<file path="src/design/cnc_pkg.sv">
`timescale 1ns / 1ps
// ----------------------------------------------------------------------------
// Coverage novelty check package
// Shared widths, verdict codes, controller states and command structures.
// ----------------------------------------------------------------------------
package cnc_pkg;

    localparam int INDEX_W  = 13;
    localparam int WORD_W   = 64;
    localparam int BYTES    = 8;
    localparam int VERDICT_W = 2;

    localparam logic [7:0] PRISTINE_BYTE = 8'hFF;

    typedef logic [VERDICT_W-1:0] verdict_t;

    localparam verdict_t VERDICT_NONE      = 2'd0;
    localparam verdict_t VERDICT_NEW_COUNT = 2'd1;
    localparam verdict_t VERDICT_NEW_EDGE  = 2'd2;

    typedef enum logic [1:0] {
        ST_CLEAR,
        ST_IDLE,
        ST_UPDATE,
        ST_EMIT
    } cnc_state_t;

    // Commands from the controller to the datapath.
    typedef struct packed {
        logic in_ready;
        logic clr_wr;
        logic upd;
        logic emit;
    } cnc_cmd_t;

    // Status from the datapath to the controller.
    typedef struct packed {
        logic captured;
        logic last;
        logic slot_free;
        logic clr_done;
    } cnc_sts_t;

    // True if some nonzero trace byte meets a virgin byte still at 0xFF.
    function automatic logic touches_pristine(input logic [WORD_W-1:0] t,
                                              input logic [WORD_W-1:0] v);
        logic hit;
        hit = 1'b0;
        for (int k = 0; k < BYTES; k++)
        begin
            if ((t[k*8 +: 8] != 8'h00) && (v[k*8 +: 8] == PRISTINE_BYTE))
            begin
                hit = 1'b1;
            end
        end
        return hit;
    endfunction

endpackage

</file>
<file path="src/design/cnc_ctrl.sv">
`timescale 1ns / 1ps
// ----------------------------------------------------------------------------
// Coverage novelty check controller
// Sequences the clearing pass, capture, write-back and verdict output.
// ----------------------------------------------------------------------------
module cnc_ctrl
    import cnc_pkg::*;
(
    input  logic     clk,
    input  logic     rst_n,
    input  cnc_sts_t sts,
    output cnc_cmd_t cmd
);

    cnc_state_t state_reg;
    cnc_state_t state_next;

    always_ff @(posedge clk or negedge rst_n)
    begin
        if (!rst_n)
        begin
            state_reg <= ST_CLEAR;
        end
        else
        begin
            state_reg <= state_next;
        end
    end

    always_comb
    begin
        state_next = state_reg;
        case (state_reg)
            ST_CLEAR:
            begin
                if (sts.clr_done)
                begin
                    state_next = ST_IDLE;
                end
            end
            ST_IDLE:
            begin
                if (sts.captured)
                begin
                    state_next = ST_UPDATE;
                end
            end
            ST_UPDATE:
            begin
                if (sts.last && !sts.slot_free)
                begin
                    state_next = ST_EMIT;
                end
                else
                begin
                    state_next = ST_IDLE;
                end
            end
            ST_EMIT:
            begin
                if (sts.slot_free)
                begin
                    state_next = ST_IDLE;
                end
            end
            default:
            begin
                state_next = ST_CLEAR;
            end
        endcase
    end

    always_comb
    begin
        cmd = '0;
        case (state_reg)
            ST_CLEAR:
            begin
                cmd.clr_wr = 1'b1;
            end
            ST_IDLE:
            begin
                cmd.in_ready = 1'b1;
            end
            ST_UPDATE:
            begin
                cmd.upd  = 1'b1;
                cmd.emit = sts.last && sts.slot_free;
            end
            ST_EMIT:
            begin
                cmd.emit = sts.slot_free;
            end
            default:
            begin
                cmd = '0;
            end
        endcase
    end

endmodule

</file>
<file path="config.mk">
export PLATFORM = sky130hd
export DESIGN_NAME = cnc_ctrl
export DESIGN_NICKNAME = d
export VERILOG_FILES = /design/src/design/cnc_pkg.sv /design/src/design/cnc_ctrl.sv
export SDC_FILE = /design/constraint.sdc
export NUM_CORES = 1
export LEC_CHECK = 0
export BUFFER_PORTS_ARGS = -buffer_cell sky130_fd_sc_hd__buf_2
export CAP_MARGIN = 20
export CELL_PAD_IN_SITES_DETAIL_PLACEMENT = 0
export CELL_PAD_IN_SITES_GLOBAL_PLACEMENT = 1
export CORE_AREA = 5 5 42 44
export DETAILED_ROUTE_END_ITERATION = 6
export DIE_AREA = 0 0 47 49
export GPL_ROUTABILITY_DRIVEN = 1
export PLACE_DENSITY = 0.46
export SYNTH_ARGS = -nofsm -noshare
export SYNTH_HDL_FRONTEND = slang
export SYNTH_SLANG_ARGS = --single-unit
</file>
<file path="constraint.sdc">
create_clock -name clk -period 4.3 [get_ports clk]
set_input_delay 0.215 -clock clk [delete_from_list [all_inputs] [get_ports clk]]
set_output_delay 0.215 -clock clk [all_outputs]
set_load 0.05 [all_outputs]
</file>
# After elaboration in Yosys (flattened, before gate mapping)
# Cells that the tools add are included.
[word_totals]
register_bits = 2
in_bits = 6
out_inout_bits = 4
wordCells = 21
[classes]
eq_ne = 6
muxes = 9
n_reduce_logical = 5
[ops]
columns = ["cell", "count"]
rows = [
  ["$mux 2", 4],
  ["$pmux 2 s4", 1],
  ["$ne 2x2->1 const B", 3],
  ["$eq 2x2->1 const B", 2],
  ["$mux 1", 3],
  ["$reduce_and 3->1", 1],
  ["$eq 2x1->1 const B", 1],
  ["$logic_and 1x1->1", 2],
  ["$logic_not 2->1", 1],
  ["$pmux 1 s2", 1],
  ["$logic_not 1->1", 1],
]

# Longest topological paths before layout
# Gate-level depths: netlist of run 1.
[depth]
ltp_word = 4
ltp_mapped = 5
mapped_depth_nobuf = 5

# Worst setup path before layout of run 1
# OpenSTA, ideal clock, no wires.
[synth_path]
kind = "reg-to-output"
start = "register state_reg[0]"
end = "output cmd[0] (netlist name)"
arrival_ps = 1780
required_time_ps = 4085
path_slack_ps = 2305
stages_incl_launch_ff = 5
n_path_buf = 0
path_cell_list = "dfrtp_1 -> inv_1 -> ha_1 -> a21oi_1 -> nor2_1"
[synth_lines]
columns = ["item", "line", "source"]
rows = [
  ["from (decl)", "cnc_ctrl.sv:15", "cnc_state_t state_reg;"],
  ["from (signal assigned)", "cnc_ctrl.sv:26", "state_reg <= state_next;"],
  ["to (decl)", "cnc_ctrl.sv:12", "output cnc_cmd_t cmd"],
]

==> metrics.md, run 1 <==
| Metric | Value |
|---|---|
| R2R depth | `4` |
| Routed WL per cell | `9.33 um` |
| Synth async-reset ratio | `100%` |
| Met2 Usage GRT | `5.88%` |
| Largest register FFs | `2` |
| DRT Pass-1 Iters | `4` |
| Core area | `1400 sq um` |
| Cell variety after synth | `9` |
| XOR/XNOR Fraction of Synth Area | `0%` |
| Syn-to-layout area delta | `49.4%` |
| CTS buffer count | `3` |
| Largest net degree at the start of global routing | `5` |
| Crit-path slowest cell | `dfrtp_1` |
| Crit path kind | `register to primary output` |
| Crit path from | `state_reg[0]$_DFFE_PN0P_` |
| Clock transition at path regs | `30 ps` |
| GP Congestion | `0.843` |
| R2r startpoint | `state_reg[0]$_DFFE_PN0P_` |
| Met3 usage | `1.11%` |
| Yosys reg bits | `2` |
| Max IR drop VDD | `0.297 mV` |
| Run status | `complete, no violations` |
| HP Class | `input port to asynchronous set/reset pin` |
| CP Cell Sequence | `inv_1 > ha_1 > a21oi_1 > nor2_1 > buf_2` |
| Mapped Cells | `20` |
| Number of synthesized flops with an enable pin | `0` |
| Sequential share of the synthesized area | `25.3%` |
| Critical path depth | `5` |
| Global-route wire length before repair | `717 um` |
| Overall routed net length | `457 um` |
| Gr usage total | `4.58%` |
| Post-synth top area share | `38.0%` |
| Worst Path Max Fanout | `4` |
| Clock Latency Late Sink | `220 ps` |
| Ys flop type | `dfrtp_1` |
| Root buffer cell | `clkbuf_4` |
| Number of global-route vias before repair | `186` |
| CP endpoint | `cmd[0]` |
| Via-to-Cell Ratio | `3.67` |
| Clk buf depth | `2` |
| Mean post-synth cell area | `9.88 sq um` |
| GR Layer Usage met1 | `5.29%` |
| Arrival time worst endpoint | `1340 ps` |
| Input/output buffers | `9` |
| P_leak | `0.000180 uW` |
| Clock sinks | `2` |
| Clock share of power | `18.9%` |
| CTS tree | `done` |
| Drc violations | `0` |
| Final nets | `47` |
| FF-to-FF setup slack | `2800 ps` |
| H-tree depth | `1` |
| Comb power frac | `64.0%` |
| Seq pwr share | `17.1%` |
| Final core occ | `21.1%` |
| Synth warnings | `0` |
| RSZ-0062 raised after global routing | `no` |
| DR iter-0 viols | `2` |
| Largest family of logic cells by synthesized area | `adder cells` |
| Slowest Stage Delay on Critical Path | `400 ps` |
| Die height | `49 um` |
| Setup Viol. Count Final | `0` |
| Startpoint Class | `register` |
| Switch Pwr | `118 uW` |
| Pint | `100 uW` |
| Multiplexer share of the synthesized area | `10.1%` |
| Count leader, synth | `ha_1` |
| Max-cap viol count | `0` |
| # fillers | `164` |
| Worst path bufs/invs | `2` |
| Synth Area in Adders | `38.0%` |
| Global route overflow | `0` |
| Die Wd | `47 um` |
| Rel. slew slack | `67.7%` |
| Vias | `180` |
| Terminus of the critical flop-to-flop path | `state_reg[1]$_DFFE_PN0P_` |
| Tightest Pin Transition | `484 ps` |
| DRT antenna net count | `0` |
| P per Cell Area | `741 nW/um^2` |
| ANT cells | `0` |
| Initial Util | `14.1%` |
| Post-synth top area cell | `ha_1` |
| Synthesized cell area | `198 sq um` |
| Synth Area in Compound Gates | `10.1%` |
| Slew Viols, Final | `0` |
| Final Skew | `0.531 ps` |
| Net Sw Frac | `54.1%` |
| Initial antenna violation count | `0` |
| Fmax | `643 MHz` |
| Share of cells above drive strength 1 | `39.4%` |
| Synth top cells by count | `6 x ha_1, 5 x inv_1, 2 x dfrtp_1, 2 x mux2i_1` |
| Syn Nets | `32` |
| Post-Synth Simple-Gate Area | `6.96%` |
| CP delay by family, top | `flip-flops` |
| Setup_tns | `0 ps` |
| Row count | `14` |
| Fin. Hold Viols | `0` |
| Grt peak-use layer | `met2` |
| Critical Path End Type | `primary output` |
| Ranking of synthesized cells by area | `ha_1 38%, dfrtp_1 25%, mux2i_1 10%, inv_1 9.5%, a222oi_1 5.1%` |
| Crit path time final | `1550 ps` |
| Die ar. | `2300 sq um` |
| CP required | `4090 ps` |
| Crit share post-route | `36.2%` |
| Ports | `10` |
-- routing by layer --
metal | vias to the layer above | share of wire (%)
met3 | 0 | 15
li1 | 92 | -
met2 | 10 | 39
met5 | - | 0
met1 | 78 | 46
met4 | 0 | 0
-- power by group through the flow --
stage / Clock, uW / Sequential [uW] / Combinational, uW
floorplan: 0 / 35.7 / 117
global placement: 0 / 36.7 / 139
detailed placement: 0 / 37.9 / 141
CTS: 45.5 / 37.7 / 141
global route: 44.8 / 39.7 / 154
finish: 41.3 / 37.4 / 140
-- how the worst min path moves through the flow --
stage                     startpoint                        to  slack, ps
final                          rst_n  state_reg[1]$_DFFE_PN0P_        300
after CTS                      rst_n  state_reg[1]$_DFFE_PN0P_        290
after detailed placement       rst_n  state_reg[1]$_DFFE_PN0P_          1
after global routing           rst_n  state_reg[1]$_DFFE_PN0P_        320
after global placement         rst_n  state_reg[1]$_DFFE_PN0P_       -0.9
after floorplan                rst_n  state_reg[0]$_DFFE_PN0P_        -80
-- kinds of logic (layout without fill, tap and decap cells) --
group,Yosys count,in the layout
fa+ha+maj,6,6
buf+inv,5,18
compound gates,3,3
mux,2,2
flops,2,2
simple gates,2,2
-- cell usage in the layout, fill, tap and decap left out, types with 2 or more instances in the layout --
cell type and instances:
buf_2 9, clkbuf_4 3, dfrtp_1 2, ha_1 6, inv_1 5, mux2i_1 2
-- what timing repair did --
item / in CTS / in global routing
hold endpoints to repair: 2 / 0
setup buffers: 0 / 0
gates resized for setup: 0 / 0
endpoints found under the setup margin: 0 / 0
hold buffers: 1 / 0
-- per-stage QoR --
stage	area (sq um)	total power [uW]	std cells	setup slack, ps	hold slack [ps]
2_1_floorplan	198	153	20	2300	-80.6
3_3_place_gp	263	176	45	2810	-0.943
3_5_place_dp	263	179	45	2780	1.40
4_1_cts	295	225	49	2720	290
5_1_grt	295	239	49	2610	320
6_report	295	219	49	2750	304
-- layout make-up --
class,count,area [sq um],share of cell area [%]
tap,16,20.0,6.78
timing repair buffer,10,55.1,18.6
multi-input combinational,13,129,43.6
inverter,5,18.8,6.36
sequential,2,50.0,16.9
clock buffer,3,22.5,7.63
Note: power is estimated with default switching activity, not from simulation.
==> inputs of run 2 (changes only) <==
ABC_AREA = 1   (was not set)
PLACE_DENSITY = 0.53   (was 0.46)
clock period = 1.3 ns   (was 4.3 ns; I/O delays follow)
==> metrics.md, run 2 <==
| Metric | Value |
|---|---|
| Largest net degree at the start of global routing | `6` |
| Synth warnings | `0` |
| Initial antenna violation count | `0` |
| Crit-path slowest cell | `dfrtp_2` |
| Most frequent cells in the layout | `6 x buf_2, 5 x nand2_1, 4 x inv_1` |
| Cell variety after synth | `13` |
| Terminus of the critical flop-to-flop path | `state_reg[0]$_DFFE_PN0P_` |
| DR iter-0 viols | `0` |
| Final core occ | `28.4%` |
| ANT cells | `0` |
| FF-to-FF setup slack | `100 ps` |
| Worst hold slack | `158 ps` |
| Setup Viol. Count Final | `0` |
| Syn Nets | `42` |
| Gr usage total | `5.00%` |
| Crit path kind | `register to primary output` |
| # fillers | `160` |
| Total power | `928 uW` |
| Row count | `14` |
| Ys flop type | `dfrtp_1` |
| Ports | `10` |
| R2R depth | `6` |
| Slowest Stage Delay on Critical Path | `430 ps` |
| Die ar. | `2300 sq um` |
| Routed WL per cell | `7.83 um` |
| DP Cell Count | `56` |
| CTS buffer count | `3` |
| Clock sinks | `2` |
| Global-route wire length before repair | `807 um` |
| GP Congestion | `0.647` |
| Initial Util | `17.0%` |
| Worst Path Max Fanout | `5` |
| Clock transition at path regs | `30 ps` |
| H-tree depth | `1` |
| Worst path bufs/invs | `1` |
| Vias | `212` |
| Syn-to-layout area delta | `67.4%` |
| Pre-CTS WS | `104 ps` |
| Root buffer cell | `clkbuf_4` |
| Number of synthesized flops with an enable pin | `0` |
| Drc violations | `0` |
| P_leak | `0.000212 uW` |
| Overall routed net length | `470 um` |
| Global route overflow | `0` |
| Critical Path End Type | `primary output` |
| CTS tree | `done` |
| PnR worst setup slack | `43.9 ps` |
| CP delay by family, top | `flip-flops` |
| Startpoint Class | `register` |
| HP Class | `input port to asynchronous set/reset pin` |
| Post-synth top area cell | `ha_1` |
| Tightest Pin Transition | `248 ps` |
| Crit share post-route | `96.6%` |
| Slew Viols, Final | `0` |
| Mapped Cells | `30` |
| CP Cell Sequence | `ha_2 > a21oi_4 > nor2_4 > buf_6` |
| Most common cell after layout, fill and taps aside | `buf_2` |
| P per Cell Area | `2330 nW/um^2` |
| Die height | `49 um` |
| Via-to-Cell Ratio | `3.53` |
| Clock Latency Late Sink | `220 ps` |
| Largest register FFs | `2` |
| DRT Pass-1 Iters | `1` |
| Max-cap viol count | `0` |
| Sequential share of the synthesized area | `21.1%` |
| Mean post-synth cell area | `7.92 sq um` |
| Run status | `complete, no violations` |
| Clk buf depth | `2` |
| Setup Buffers After CTS | `0` |
| Synthesized cell area | `238 sq um` |
| DRT antenna net count | `0` |
| Share of cells above drive strength 1 | `65.9%` |
| Final nets | `58` |
| Input/output buffers | `9` |
| Final Skew | `1.13 ps` |
| CP required | `1240 ps` |
| Die Wd | `47 um` |
| Non-Filler Instances | `60` |
| Fin. Hold Viols | `0` |
| Yosys reg bits | `2` |
| Dpl hpwl | `400 um` |
| Synth top cells by count | `6 x ha_1, 5 x inv_1, 5 x nand2_1` |
| Rel. slew slack | `83.6%` |
| Arrival time worst endpoint | `1190 ps` |
| Count leader, synth | `ha_1` |
| Core area | `1400 sq um` |
| Synth async-reset ratio | `100%` |
| Post-synth top area share | `31.6%` |
| Number of global-route vias before repair | `217` |
| Fmax | `796 MHz` |
| Max IR drop VDD | `0.958 mV` |
| R2r startpoint | `state_reg[0]$_DFFE_PN0P_` |
| Ranking of synthesized cells by area | `ha_1 32%, dfrtp_1 21%, inv_1 7.9%, nand2_1 7.9%, nand2_2 5.3%` |
| Crit path time final | `1260 ps` |
==> run 2: cell types whose count changed in the layout (fill, tap and decap cells not counted), sizes merged <==
cell | previous run | this run
a222oi | 1 | 0
mux2i | 2 | 0
nand3 | 0 | 3
inv | 5 | 7
and3b | 1 | 0
nor2 | 1 | 2
nand2 | 0 | 8
buf | 9 | 10
==> run 2: power breakdown <==
group          switching (uW)  internal [uW]  total (uW)
Sequential               33.4           93.2         127
Clock                    34.3            102         136
Combinational             415            251         666
Total                     483            446         928
==> run 2: stage by stage <==
| stage | setup TNS, ps | area, sq um |
|---|---|---|
| floorplan | -38.5 | 263 |
| global placement | 0 | 335 |
| detailed placement | 0 | 335 |
| CTS | -56.7 | 379 |
| global route | -5.35 | 398 |
| finish | 0 | 398 |
==> run 2: logic make-up (layout without fill, tap and decap cells) <==
group	Yosys count	count (layout)	share of synthesized area, %
fa+ha+maj	6	6	31.6
compound gates	2	2	5.79
flops	2	2	21.1
buf+inv	7	21	11.1
simple gates	13	13	30.5
==> run 2: timing repair <==
item                                    CTS  global route
gates resized for setup                   4             6
hold buffers                              1             0
endpoints found under the setup margin    3             3
hold endpoints to repair                  2             0
pin swaps                                 0             1
==> run 2: routing by layer <==
metal	track usage, %	share of wire, %
met3	2.21	4.7
met4	4.15	0
met2	7.69	56
met1	4.84	40
met5	0	0
==> run 2: how the worst max path moves through the flow <==
stage | cells after the start | endpoint | from | slack [ps]
6_report | 4 | cmd[0] | state_reg[1]$_DFFE_PN0P_ | 40
5_1_grt | 5 | cmd[0] | state_reg[0]$_DFFE_PN0P_ | -5
4_1_cts | 4 | cmd[0] | state_reg[1]$_DFFE_PN0P_ | -60
3_5_place_dp | 6 | state_reg[0]$_DFFE_PN0P_ | state_reg[1]$_DFFE_PN0P_ | 100
3_3_place_gp | 6 | state_reg[0]$_DFFE_PN0P_ | state_reg[1]$_DFFE_PN0P_ | 90
2_1_floorplan | 7 | state_reg[1]$_DFFE_PN0P_ | state_reg[1]$_DFFE_PN0P_ | -30
==> run 2: worst register-to-register path, delay by kind of cell (launching register included) <==
family | cells | cell delay, ps
flops | 1 | 400
simple gates | 3 | 290
fa+ha+maj | 1 | 190
buf+inv | 1 | 150
compound gates | 1 | 50
==> run 2: cell type report <==
class                      count  area, sq um  area share [%]
multi-input combinational     21          200            50.3
timing repair buffer          11         77.6            19.5
sequential                     2         51.3            12.9
inverter                       7         26.3            6.60
clock buffer                   3         22.5            5.66
tap                           16         20.0            5.03
